## src/hdl/lzse_pkg.sv

```systemverilog
package lzse_pkg;

   localparam int SEARCH_SIZE = 15;
   localparam int MAX_MATCH   = 15;
   localparam int LOOK_SIZE   = MAX_MATCH + 1;
   localparam int WIN_DEPTH   = SEARCH_SIZE + LOOK_SIZE;
   localparam int HIST_W      = 4;
   localparam int PEND_W      = 5;
   localparam int IDX_W       = 5;

   typedef logic [7:0] byte_type;

   typedef struct packed {
      logic write;
      logic load;
      logic step;
      logic commit;
      logic last;
   } dp_cmd_type;

   typedef struct packed {
      logic fill_last;
      logic step_go;
      logic out_free;
      logic will_empty;
   } dp_status_type;

   typedef enum logic [3:0] {
      ST_IDLE  = 4'b0001,
      ST_LOAD  = 4'b0010,
      ST_MATCH = 4'b0100,
      ST_EMIT  = 4'b1000
   } state_type;

endpackage

```

## src/hdl/lzse_dp.sv

```systemverilog
module lzse_dp (
   input  logic                  clock,
   input  logic                  reset,
   input  logic [7:0]            req_data_byte,
   input  lzse_pkg::dp_cmd_type  cmd,
   output lzse_pkg::dp_status_type status,
   input  logic                  rsp_ready,
   output logic                  rsp_valid,
   output logic [3:0]            rsp_match_offset,
   output logic [3:0]            rsp_match_length,
   output logic [7:0]            rsp_literal_byte,
   output logic                  rsp_literal_valid,
   output logic                  rsp_token_last
);
   import lzse_pkg::*;

   // the cursor sits at a fixed slot: history below it, lookahead from it up
   byte_type window_ff [WIN_DEPTH];
   byte_type scan_ff   [WIN_DEPTH];
   byte_type scan_sh   [WIN_DEPTH];

   logic [SEARCH_SIZE:1] alive_ff;
   logic [SEARCH_SIZE:1] match;
   logic [HIST_W-1:0]    len_ff;
   logic [HIST_W-1:0]    hist_ff;
   logic [HIST_W-1:0]    hist_in;
   logic [PEND_W-1:0]    pend_ff;
   logic [PEND_W-1:0]    pend_in;
   logic [HIST_W-1:0]    lim;
   logic [HIST_W-1:0]    best_off;
   logic [IDX_W-1:0]     wr_idx;
   logic [PEND_W-1:0]    used;
   logic [PEND_W-1:0]    hist_sum;
   logic                 has_lit;
   logic                 step_go;
   logic                 out_free;

   logic                 rsp_valid_ff;
   logic [3:0]           off_ff;
   logic [3:0]           mlen_ff;
   logic [7:0]           lit_ff;
   logic                 lit_valid_ff;
   logic                 last_ff;

   always_comb begin
      for (int i = 0; i < WIN_DEPTH; i++) begin
         scan_sh[i] = (i < WIN_DEPTH - 1) ? scan_ff[(i + 1) % WIN_DEPTH] : '0;
      end
      for (int d = 1; d <= SEARCH_SIZE; d++) begin
         match[d] = alive_ff[d] && (scan_ff[SEARCH_SIZE - d] == scan_ff[SEARCH_SIZE]);
      end
      // oldest surviving position wins a tie
      best_off = '0;
      for (int d = 1; d <= SEARCH_SIZE; d++) begin
         if (alive_ff[d]) begin
            best_off = HIST_W'(d);
         end
      end
   end

   assign lim      = (pend_ff >= PEND_W'(MAX_MATCH)) ? HIST_W'(MAX_MATCH) : pend_ff[HIST_W-1:0];
   assign step_go  = (len_ff < lim) && (|match);
   assign wr_idx   = IDX_W'(SEARCH_SIZE) + IDX_W'(pend_ff);
   assign has_lit  = {1'b0, len_ff} < pend_ff;
   assign used     = {1'b0, len_ff} + PEND_W'(has_lit);
   assign hist_sum = {1'b0, hist_ff} + used;
   assign hist_in  = (hist_sum > PEND_W'(SEARCH_SIZE)) ? HIST_W'(SEARCH_SIZE)
                                                       : hist_sum[HIST_W-1:0];
   assign pend_in  = pend_ff - used;
   assign out_free = !rsp_valid_ff || rsp_ready;

   assign status.fill_last  = (pend_ff == PEND_W'(LOOK_SIZE - 1));
   assign status.step_go    = step_go;
   assign status.out_free   = out_free;
   assign status.will_empty = (used == pend_ff);

   always_ff @(posedge clock) begin
      if (cmd.write) begin
         window_ff[wr_idx] <= req_data_byte;
      end else if (cmd.commit) begin
         // slide by the match length, one more when a literal is taken
         for (int i = 0; i < WIN_DEPTH; i++) begin
            window_ff[i] <= has_lit ? scan_sh[i] : scan_ff[i];
         end
      end
   end

   always_ff @(posedge clock) begin
      if (cmd.load) begin
         for (int i = 0; i < WIN_DEPTH; i++) begin
            scan_ff[i] <= window_ff[i];
         end
         for (int d = 1; d <= SEARCH_SIZE; d++) begin
            alive_ff[d] <= (HIST_W'(d) <= hist_ff);
         end
         len_ff <= '0;
      end else if (cmd.step && step_go) begin
         for (int i = 0; i < WIN_DEPTH; i++) begin
            scan_ff[i] <= scan_sh[i];
         end
         alive_ff <= match;
         len_ff   <= len_ff + 1'b1;
      end
   end

   always_ff @(posedge clock) begin
      if (reset) begin
         hist_ff <= '0;
         pend_ff <= '0;
      end else if (cmd.write) begin
         pend_ff <= pend_ff + 1'b1;
      end else if (cmd.commit) begin
         if (cmd.last) begin
            hist_ff <= '0;
            pend_ff <= '0;
         end else begin
            hist_ff <= hist_in;
            pend_ff <= pend_in;
         end
      end
   end

   always_ff @(posedge clock) begin
      if (reset) begin
         rsp_valid_ff <= 1'b0;
      end else if (cmd.commit) begin
         rsp_valid_ff <= 1'b1;
      end else if (rsp_ready) begin
         rsp_valid_ff <= 1'b0;
      end
   end

   always_ff @(posedge clock) begin
      if (cmd.commit) begin
         off_ff       <= (len_ff == '0) ? '0 : best_off;
         mlen_ff      <= len_ff;
         lit_ff       <= has_lit ? scan_ff[SEARCH_SIZE] : '0;
         lit_valid_ff <= has_lit;
         last_ff      <= cmd.last;
      end
   end

   assign rsp_valid         = rsp_valid_ff;
   assign rsp_match_offset  = off_ff;
   assign rsp_match_length  = mlen_ff;
   assign rsp_literal_byte  = lit_ff;
   assign rsp_literal_valid = lit_valid_ff;
   assign rsp_token_last    = last_ff;

endmodule

```

## src/hdl/lzse_ctrl.sv

```systemverilog
module lzse_ctrl (
   input  logic                    clock,
   input  logic                    reset,
   input  logic                    req_valid,
   input  logic                    req_stream_end,
   output logic                    req_ready,
   input  lzse_pkg::dp_status_type status,
   output lzse_pkg::dp_cmd_type    cmd
);
   import lzse_pkg::*;

   state_type state_ff;
   state_type state_in;
   logic      flush_ff;
   logic      flush_in;
   logic      accept;

   assign req_ready = (state_ff == ST_IDLE);
   assign accept    = req_valid && req_ready;

   always_comb begin
      state_in   = state_ff;
      flush_in   = flush_ff;
      cmd        = '0;
      case (state_ff)
         ST_IDLE: begin
            if (accept) begin
               cmd.write = 1'b1;
               if (req_stream_end) begin
                  flush_in = 1'b1;
                  state_in = ST_LOAD;
               end else if (status.fill_last) begin
                  state_in = ST_LOAD;
               end
            end
         end
         ST_LOAD: begin
            cmd.load = 1'b1;
            state_in = ST_MATCH;
         end
         ST_MATCH: begin
            cmd.step = 1'b1;
            if (!status.step_go) begin
               state_in = ST_EMIT;
            end
         end
         ST_EMIT: begin
            if (status.out_free) begin
               cmd.commit = 1'b1;
               cmd.last   = flush_ff && status.will_empty;
               if (flush_ff && !status.will_empty) begin
                  state_in = ST_LOAD;
               end else begin
                  flush_in = 1'b0;
                  state_in = ST_IDLE;
               end
            end
         end
         default: begin
            state_in = ST_IDLE;
            flush_in = 1'b0;
         end
      endcase
   end

   always_ff @(posedge clock) begin
      if (reset) begin
         state_ff <= ST_IDLE;
         flush_ff <= 1'b0;
      end else begin
         state_ff <= state_in;
         flush_ff <= flush_in;
      end
   end

endmodule

```

## src/hdl/lz77_sliding_window_encoder.sv

```systemverilog
// lz77 encoder with a 15-byte history and a 16-byte lookahead
// input channel req_*: one byte per item, req_stream_end set on the final byte
// output channel rsp_*: one token per item (offset, length, next byte, flags)
// bytes are taken one per cycle until the lookahead holds 16 bytes; then a
// token is built and req_ready stays low until it sits in the output register
// a token is built from the accept (or from the previous token during a flush):
// the window is copied into the scan register, the match step repeats while the
// next byte matches within the length limit, and the token is committed; the
// match step is the loop, all 15 offset comparators in parallel on each step
// stream_end flushes up to 16 tokens back to back; the last has token_last set,
// after which the history is empty and a new stream can start
// reset clears the fill counts and the output valid; window contents need none
// the result sits in an output register, so the next byte may be accepted
// while it waits; a stalled rsp_ready holds the token and blocks the next one
module lz77_sliding_window_encoder (
   input  logic       clock,
   input  logic       reset,
   input  logic       req_valid,
   output logic       req_ready,
   input  logic [7:0] req_data_byte,
   input  logic       req_stream_end,
   output logic       rsp_valid,
   input  logic       rsp_ready,
   output logic [3:0] rsp_match_offset,
   output logic [3:0] rsp_match_length,
   output logic [7:0] rsp_literal_byte,
   output logic       rsp_literal_valid,
   output logic       rsp_token_last
);
   import lzse_pkg::*;

   dp_cmd_type    cmd;
   dp_status_type status;

   lzse_ctrl u_ctrl (
      .clock          (clock),
      .reset          (reset),
      .req_valid      (req_valid),
      .req_stream_end (req_stream_end),
      .req_ready      (req_ready),
      .status         (status),
      .cmd            (cmd)
   );

   lzse_dp u_dp (
      .clock             (clock),
      .reset             (reset),
      .req_data_byte     (req_data_byte),
      .cmd               (cmd),
      .status            (status),
      .rsp_ready         (rsp_ready),
      .rsp_valid         (rsp_valid),
      .rsp_match_offset  (rsp_match_offset),
      .rsp_match_length  (rsp_match_length),
      .rsp_literal_byte  (rsp_literal_byte),
      .rsp_literal_valid (rsp_literal_valid),
      .rsp_token_last    (rsp_token_last)
   );

endmodule

```

## config.mk

```make
export PLATFORM = sky130hd
export DESIGN_NAME = lz77_sliding_window_encoder
export DESIGN_NICKNAME = d
export VERILOG_FILES = /design/src/hdl/lzse_pkg.sv /design/src/hdl/lzse_dp.sv /design/src/hdl/lzse_ctrl.sv /design/src/hdl/lz77_sliding_window_encoder.sv
export SDC_FILE = /design/constraint.sdc
export NUM_CORES = 1
export LEC_CHECK = 0
export BUFFER_PORTS_ARGS = -buffer_cell sky130_fd_sc_hd__buf_4
export CAP_MARGIN = 20
export CORE_AREA = 2 2 214 216
export CTS_BUF_LIST = sky130_fd_sc_hd__clkbuf_8
export CTS_CLUSTER_DIAMETER = 150
export DETAILED_ROUTE_END_ITERATION = 8
export DIE_AREA = 0 0 216 218
export GPL_ROUTABILITY_DRIVEN = 0
export GPL_TIMING_DRIVEN = 0
export PLACE_DENSITY = 0.77
export SYNTH_ARGS = -nofsm -noshare
export SYNTH_HDL_FRONTEND = slang
export SYNTH_SLANG_ARGS = --single-unit
```

## constraint.sdc

```tcl
create_clock -name clock -period 9.71 [get_ports clock]
set_clock_uncertainty 0.2 [all_clocks]
set_input_delay 0 -clock clock [delete_from_list [all_inputs] [get_ports clock]]
set_output_delay 0 -clock clock [all_outputs]
set_load 0.05 [all_outputs]
```

* Word-level counts from Yosys, hierarchy flattened
Memory sizes are Yosys's and may differ from the RTL's. Cells that the tools add are included.
Storage, ports and cells: RAM bits 496, output and inout bits 20, input port bits 13, bits in registers 52, memories kept 2
Cells by class: reduce and logical (&&, ||, !) cells 33, $add $sub $neg 6, muxes and demuxes 118, $lt $le $gt $ge 19, bitwise operators 33, equal/unequal tests 27
Memories:
- u_dp.scan_ff | words 31, bits a word 8, rd ports 31, clocked after memory_dff 0, wr ports 31, RTL line lzse_dp.sv:19 | byte_type scan_ff [WIN_DEPTH];
- u_dp.window_ff | words 31, bits a word 8, rd ports 31, clocked after memory_dff 0, wr ports 31, RTL line lzse_dp.sv:18 | byte_type window_ff [WIN_DEPTH];
Operators by type and width (count):
- $mux W8 | 63
- $eq A8 B8 Y1 | 15
- $mux W4 | 16
- $le A4 B4 Y1 const A | 8
- $or A1 B1 Y1 | 31
- $mux W15 | 2
- $mux W1 | 22
- $logic_and A1 B1 Y1 | 20
- $mux W5 | 4
- $le A3 B4 Y1 const A | 4
- $pmux W4 S4 | 1
- $reduce_or A15 Y1 | 1
- $mux W3 | 4
- $mux W2 | 5
- $le A2 B4 Y1 const A | 2
- $ne A2 B2 Y1 const B | 4
- $reduce_or A8 Y1 | 1
- $reduce_bool A2 Y1 | 3
- $add A4 B1 Y5 | 1
- $add A4 B5 Y5 | 1
- $add A4 B5 Y5 const A | 1
- $add A5 B1 Y5 const B | 1
- $eq A5 B4 Y1 const B | 1
- $eq A5 B5 Y1 | 1
- other kinds (22) | 24

* Depth between registers and ports, before layout
depth after elaboration 15, depth in mapped cells 20

* By module
From an unflattened synthesis, not the netlist that was laid out.
Unflattened totals: cells, all modules 2196, area, all modules 26776.9 um^2
Modules (own cells, without submodules):
- lzse_dp | area an instance 26446.6 um^2, instances 1, cells an instance 2159
- lzse_ctrl | area an instance 330.3 um^2, instances 1, cells an instance 37

* Least setup slack after synthesis
No wires, ideal clock.
kind flip-flop to flip-flop, start register u_dp.pend_ff[4], end memory u_dp.scan_ff[0][0] (netlist bit), enable pin, arrival time 7.774 ns, data required time 8.891 ns, stages on the path, launching flop included 15, path buffers 4, setup time 0.619 ns, path slack 1.118 ns, cells stage by stage dfxtp_1 > clkbuf_1 > inv_1 > ha_1 > nor3_1 > ha_1 > o21a_1 > o21a_1 > o21ai_0 > nand3b_1 > a21o_1 > buf_6 > buf_12 > buf_8 > nand2_1
RTL lines:
- start, declared | RTL line lzse_dp.sv:27 | logic [PEND_W-1:0] pend_ff;
- start signal, assigned | RTL line lzse_dp.sv:111 | pend_ff <= pend_ff + 1'b1;
- start signal, assigned | RTL line lzse_dp.sv:118 | pend_ff <= pend_in;
- end, declared | RTL line lzse_dp.sv:19

* Final worst setup path
start register u_dp.pend_ff[1], end register u_dp.pend_ff[3]
On the way: longest elaborated chain between the ends 9, elaborated cells between the ends (all ways) 11
Ends and longest elaborated chain:
- $lt A4 B5 Y1 | RTL line lzse_dp.sv:64 | assign has_lit = {1'b0, len_ff} < pend_ff;
- $add A4 B1 Y5 | RTL line lzse_dp.sv:65 | assign used = {1'b0, len_ff} + PEND_W'(has_lit);
- $eq A5 B5 Y1 | RTL line lzse_dp.sv:75 | assign status.will_empty = (used == pend_ff);
- $logic_and A1 B1 Y1 | RTL line lzse_ctrl.sv:50 | cmd.last = flush_ff && status.will_empty;
- $mux W2 | RTL line lzse_ctrl.sv:48 | if (status.out_free) begin
- $mux W2 | RTL line lzse_ctrl.sv:25 | case (state_ff)
- $mux W5 | RTL line lzse_dp.sv:113 | if (cmd.last) begin
- $mux W5 | RTL line lzse_dp.sv:112 | end else if (cmd.commit) begin
- $mux W5 (*) | RTL line lzse_dp.sv:110 | end else if (cmd.write) begin
Mark *: on every way between the ends. The rest lies on a longest branch, timed or not. The select of a mux whose other input is x is not followed. A chain may end at the register's enable or synchronous reset.

==> results.yml <==
timing:
  totalNegativeSetupSlack_ns: 0
  final_critical_path_setup_slack_ns: 3.46
  timing.final.crit_period_ns: 6.25
  setup_repair_after_global_routing_missed_its_margin: "false"
  hold-worst-slack_ns: 0.0509
  finalSetupViolCount: 0
  final_period_util_pct: 64.4
  slew-limit-headroom_pct: 15.8
  hold_viol: 0
  drv_slew: 0
  worst_pin_slew_ns: 1.26
  max_clock_freq_mhz: 160
synth:
  synth_area_sq_um: 26900
  ys.flop_type: "edfxtp_1"
  ys_ff_latch: 548
  synth.largest_area_cell: "edfxtp_1"
  ys_async_sr_fraction_pct: 0
  ys.warnings.count: 0
  fraction_of_post_synthesis_cell_area_in_the_top_cell_type_by_area_pct: 59.0
  synth.distinct_cells: 56
  synth_nets: 2424
  syn_avg_cell_area_sq_um: 11.3
  synth_enable_flop_cells: 529
  synthesis.instances: 2387
  cells_taking_the_most_area_after_synthesis: "edfxtp_1 59%, nand2_1 11%, a31oi_1 5.5%"
  synth-seq-area-share_pct: 60.4
route:
  detailedRoute.firstPassIterationCount: 6
  drt.antenna.violating_nets: 0
  avgRoutedWirePerCell_um: 25.9
  drtIter0Drc: 3410
  routed_wl_um: 84000
  route.detailed.drc: 0
  num_vias: 21210
  via_per_inst: 6.53
final_layout:
  area.growth.synth_to_final_pct: 11.7
  layout_cell_area_excl_fill_sq_um: 30100
  insertedDiodeCount: 0
  layout.nets: 2610
  drive_gt1_share_pct: 13.8
  final_core_util_pct: 67.0
  layout.filler_cells: 3316
worst_setup_path:
  worstSetupStartpoint: "u_dp.pend_ff[1]"
  path_class: "register to register"
  critical_path.startpoint_type: "register"
  kind_of_end_point_of_the_critical_path: "register"
  worst_setup_path_endpoint: "u_dp.pend_ff[3]"
  worst_r2r_endpoint: "u_dp.pend_ff[3]"
  rr_startpoint: "u_dp.pend_ff[1]"
  r2r_cells: 20
  worst-r2r-setup-slack_ns: 3.46
  cp.required_ns: 10.13
  critical_path.max_fanout: 10
  worst-endpoint-arrival_ns: 6.67
die:
  initial_utilization_pct: 60.0
  core_sq_um: 44900
  dieArea_sq_um: 47100
  die_height_um: 218
  die_x_um: 216
  placement_rows: 78
  ioPinCount: 33
grt:
  antenna_found_initial: 1
  gr-total-overflow: 0
  grt_usage_pct: 35.6
  grt_pass1_vias: 20772
  grt_first_pass_wirelength_um: 124000
  largest_net_degree_at_the_start_of_global_routing: 54
clock_network:
  tritoncts_num_sinks: 548
  cts.repair_timing.setup_buffer_count: 0
  cts_inserted_buffers: 91
  clk_latency_ns: 0.71
  max_h_tree_level: 3
  cts_tree: "done"
  max-clock-path-buffers: 3
  cts_root_buffer: "clkbuf_8"
  path_clk_slew_ns: 0.06
place:
  postPlaceCellArea_sq_um: 28200
  place_worst_setup_slack_ns: 4.19
  detailed_placement_hpwl_um: 56900
  buffer_ports.inserted: 32
power:
  total_leakage_power_nw: 11.5
  ir_drop_mv: 0.120
  power_per_cell_area_nw_per_um2: 215
min_path:
  worst_hold_path_type: "primary input to register"
outcome:
  outcome: "finished clean"
job:
  max_cap_violations: 0
layout make-up:
type	count	area [sq um]	area share, %
well taps	600	751	2.49
inverters	26	97.6	0.324
clock buffers	96	1320	4.39
flip-flops and latches	548	16300	54.0
multi-input cells	1632	9580	31.8
clock inverters	72	300	0.998
plain buffers	181	996	3.31
repair buffers	93	781	2.59
worst min path at each step:
stage	from	slack, ns	to	cells past startpoint
after floorplan	reset	-0.12	u_dp.pend_ff[3]	1
after global placement	reset	0.005	u_dp.pend_ff[3]	2
after detailed placement	reset	0.01	u_dp.pend_ff[3]	2
after CTS	req_data_byte[1]	0.008	u_dp.window_ff[30][1]	4
after global routing	reset	0.04	u_ctrl.state_ff[3]	4
final	reset	0.05	u_ctrl.state_ff[3]	4
cells by family (layout without fill, tap and decap cells):
family,count (synthesis),after routing,synth area share (%)
buffers and inverters,207,468,4.06
flip-flops,548,548,60.4
multiplexers,149,149,7.47
adder cells (fa/ha/maj),24,24,1.17
AO/OA/AOI/OAI,370,370,8.33
XOR/XNOR,131,131,4.26
AND/OR/NAND/NOR,958,958,14.3
routing by layer:
metal  global-route usage [%]  part of all wire, %
met4                     21.7                  6.7
met2                     52.8                   43
met5                        0                    0
met3                     10.2                   14
met1                     46.5                   36
power by group:
part,switching [W],internal (W)
sequential,0.0000787,0.00270
combinational,0.00137,0.000443
clock,0.000976,0.000914
repair_timing:
item / in CTS / in global routing
resized for setup: 0 / 0
hold buffers: 23 / 0
hold endpoints to repair: 68 / 0
registers in the layout, indices dropped and copies added (netlist names):
name,flops
u_dp.scan_ff,248
u_dp.window_ff,248
u_dp.alive_ff,15
u_dp.rsp_literal_byte,8
u_dp.pend_ff,5
u_ctrl.state_ff,4
u_dp.hist_ff,4
u_dp.len_ff,4
u_dp.rsp_match_length,4
u_dp.rsp_match_offset,4
u_ctrl.flush_ff,1
u_dp.rsp_literal_valid,1
u_dp.rsp_token_last,1
u_dp.rsp_valid,1
cell usage after synthesis (8+ instances only):
library cell	n
a21o_1	8
and2_1	9
buf_12	10
mux2_2	50
nor4_1	16
clkbuf_1	135
mux2_4	90
a31oi_1	238
inv_1	25
dfxtp_1	19
nand2_1	817
a21oi_1	45
nor2_1	31
nor3_1	26
buf_6	14
o21ai_0	52
ha_1	22
edfxtp_1	529
nand3_1	12
buf_4	8
nand4_1	17
nand2b_1	8
xor2_1	74
xnor2_1	57
buf_1	8
cells in the final DEF (no fill, tap or decap), types with 22 or more instances in the layout:
cell type,n
a21oi_1,45
a31oi_1,238
buf_2,29
buf_4,44
clkbuf_1,134
clkbuf_8,96
clkinv_1,23
dlygate4sd3_1,23
edfxtp_1,529
ha_1,22
inv_1,62
mux2_2,50
mux2_4,90
nand2_1,816
nor2_1,31
nor3_1,26
o21ai_0,51
xnor2_1,57
xor2_1,74
worst max-delay path, cell delays in order, from the launching register on:
cell	delay, ns
dfxtp_1	0.49
inv_1	0.20
ha_1	0.32
a21o_1	0.11
a21o_1	0.11
a21oi_1	0.06
nor2_1	0.84
clkbuf_1	0.62
clkbuf_1	0.61
nor2_1	0.13
ha_1	0.25
xor2_1	0.21
inv_1	0.07
ha_1	0.36
nand4_1	0.13
nor2_1	0.06
nand3_1	0.28
nand3_1	0.16
a21o_1	0.19
a221oi_1	0.22
dlygate4sd3_1	0.58
metrics by stage:
| stage | instances | power (W) |
|---|---|---|
| final | 3248 | 0.00648 |
| after global routing | 3248 | 0.00667 |
| after CTS | 3241 | 0.00638 |
| after detailed placement | 3050 | 0.00453 |
| after global placement | 3019 | 0.00448 |
| after floorplan | 2387 | 0.00389 |
Note: power is estimated with default switching activity, not from simulation.
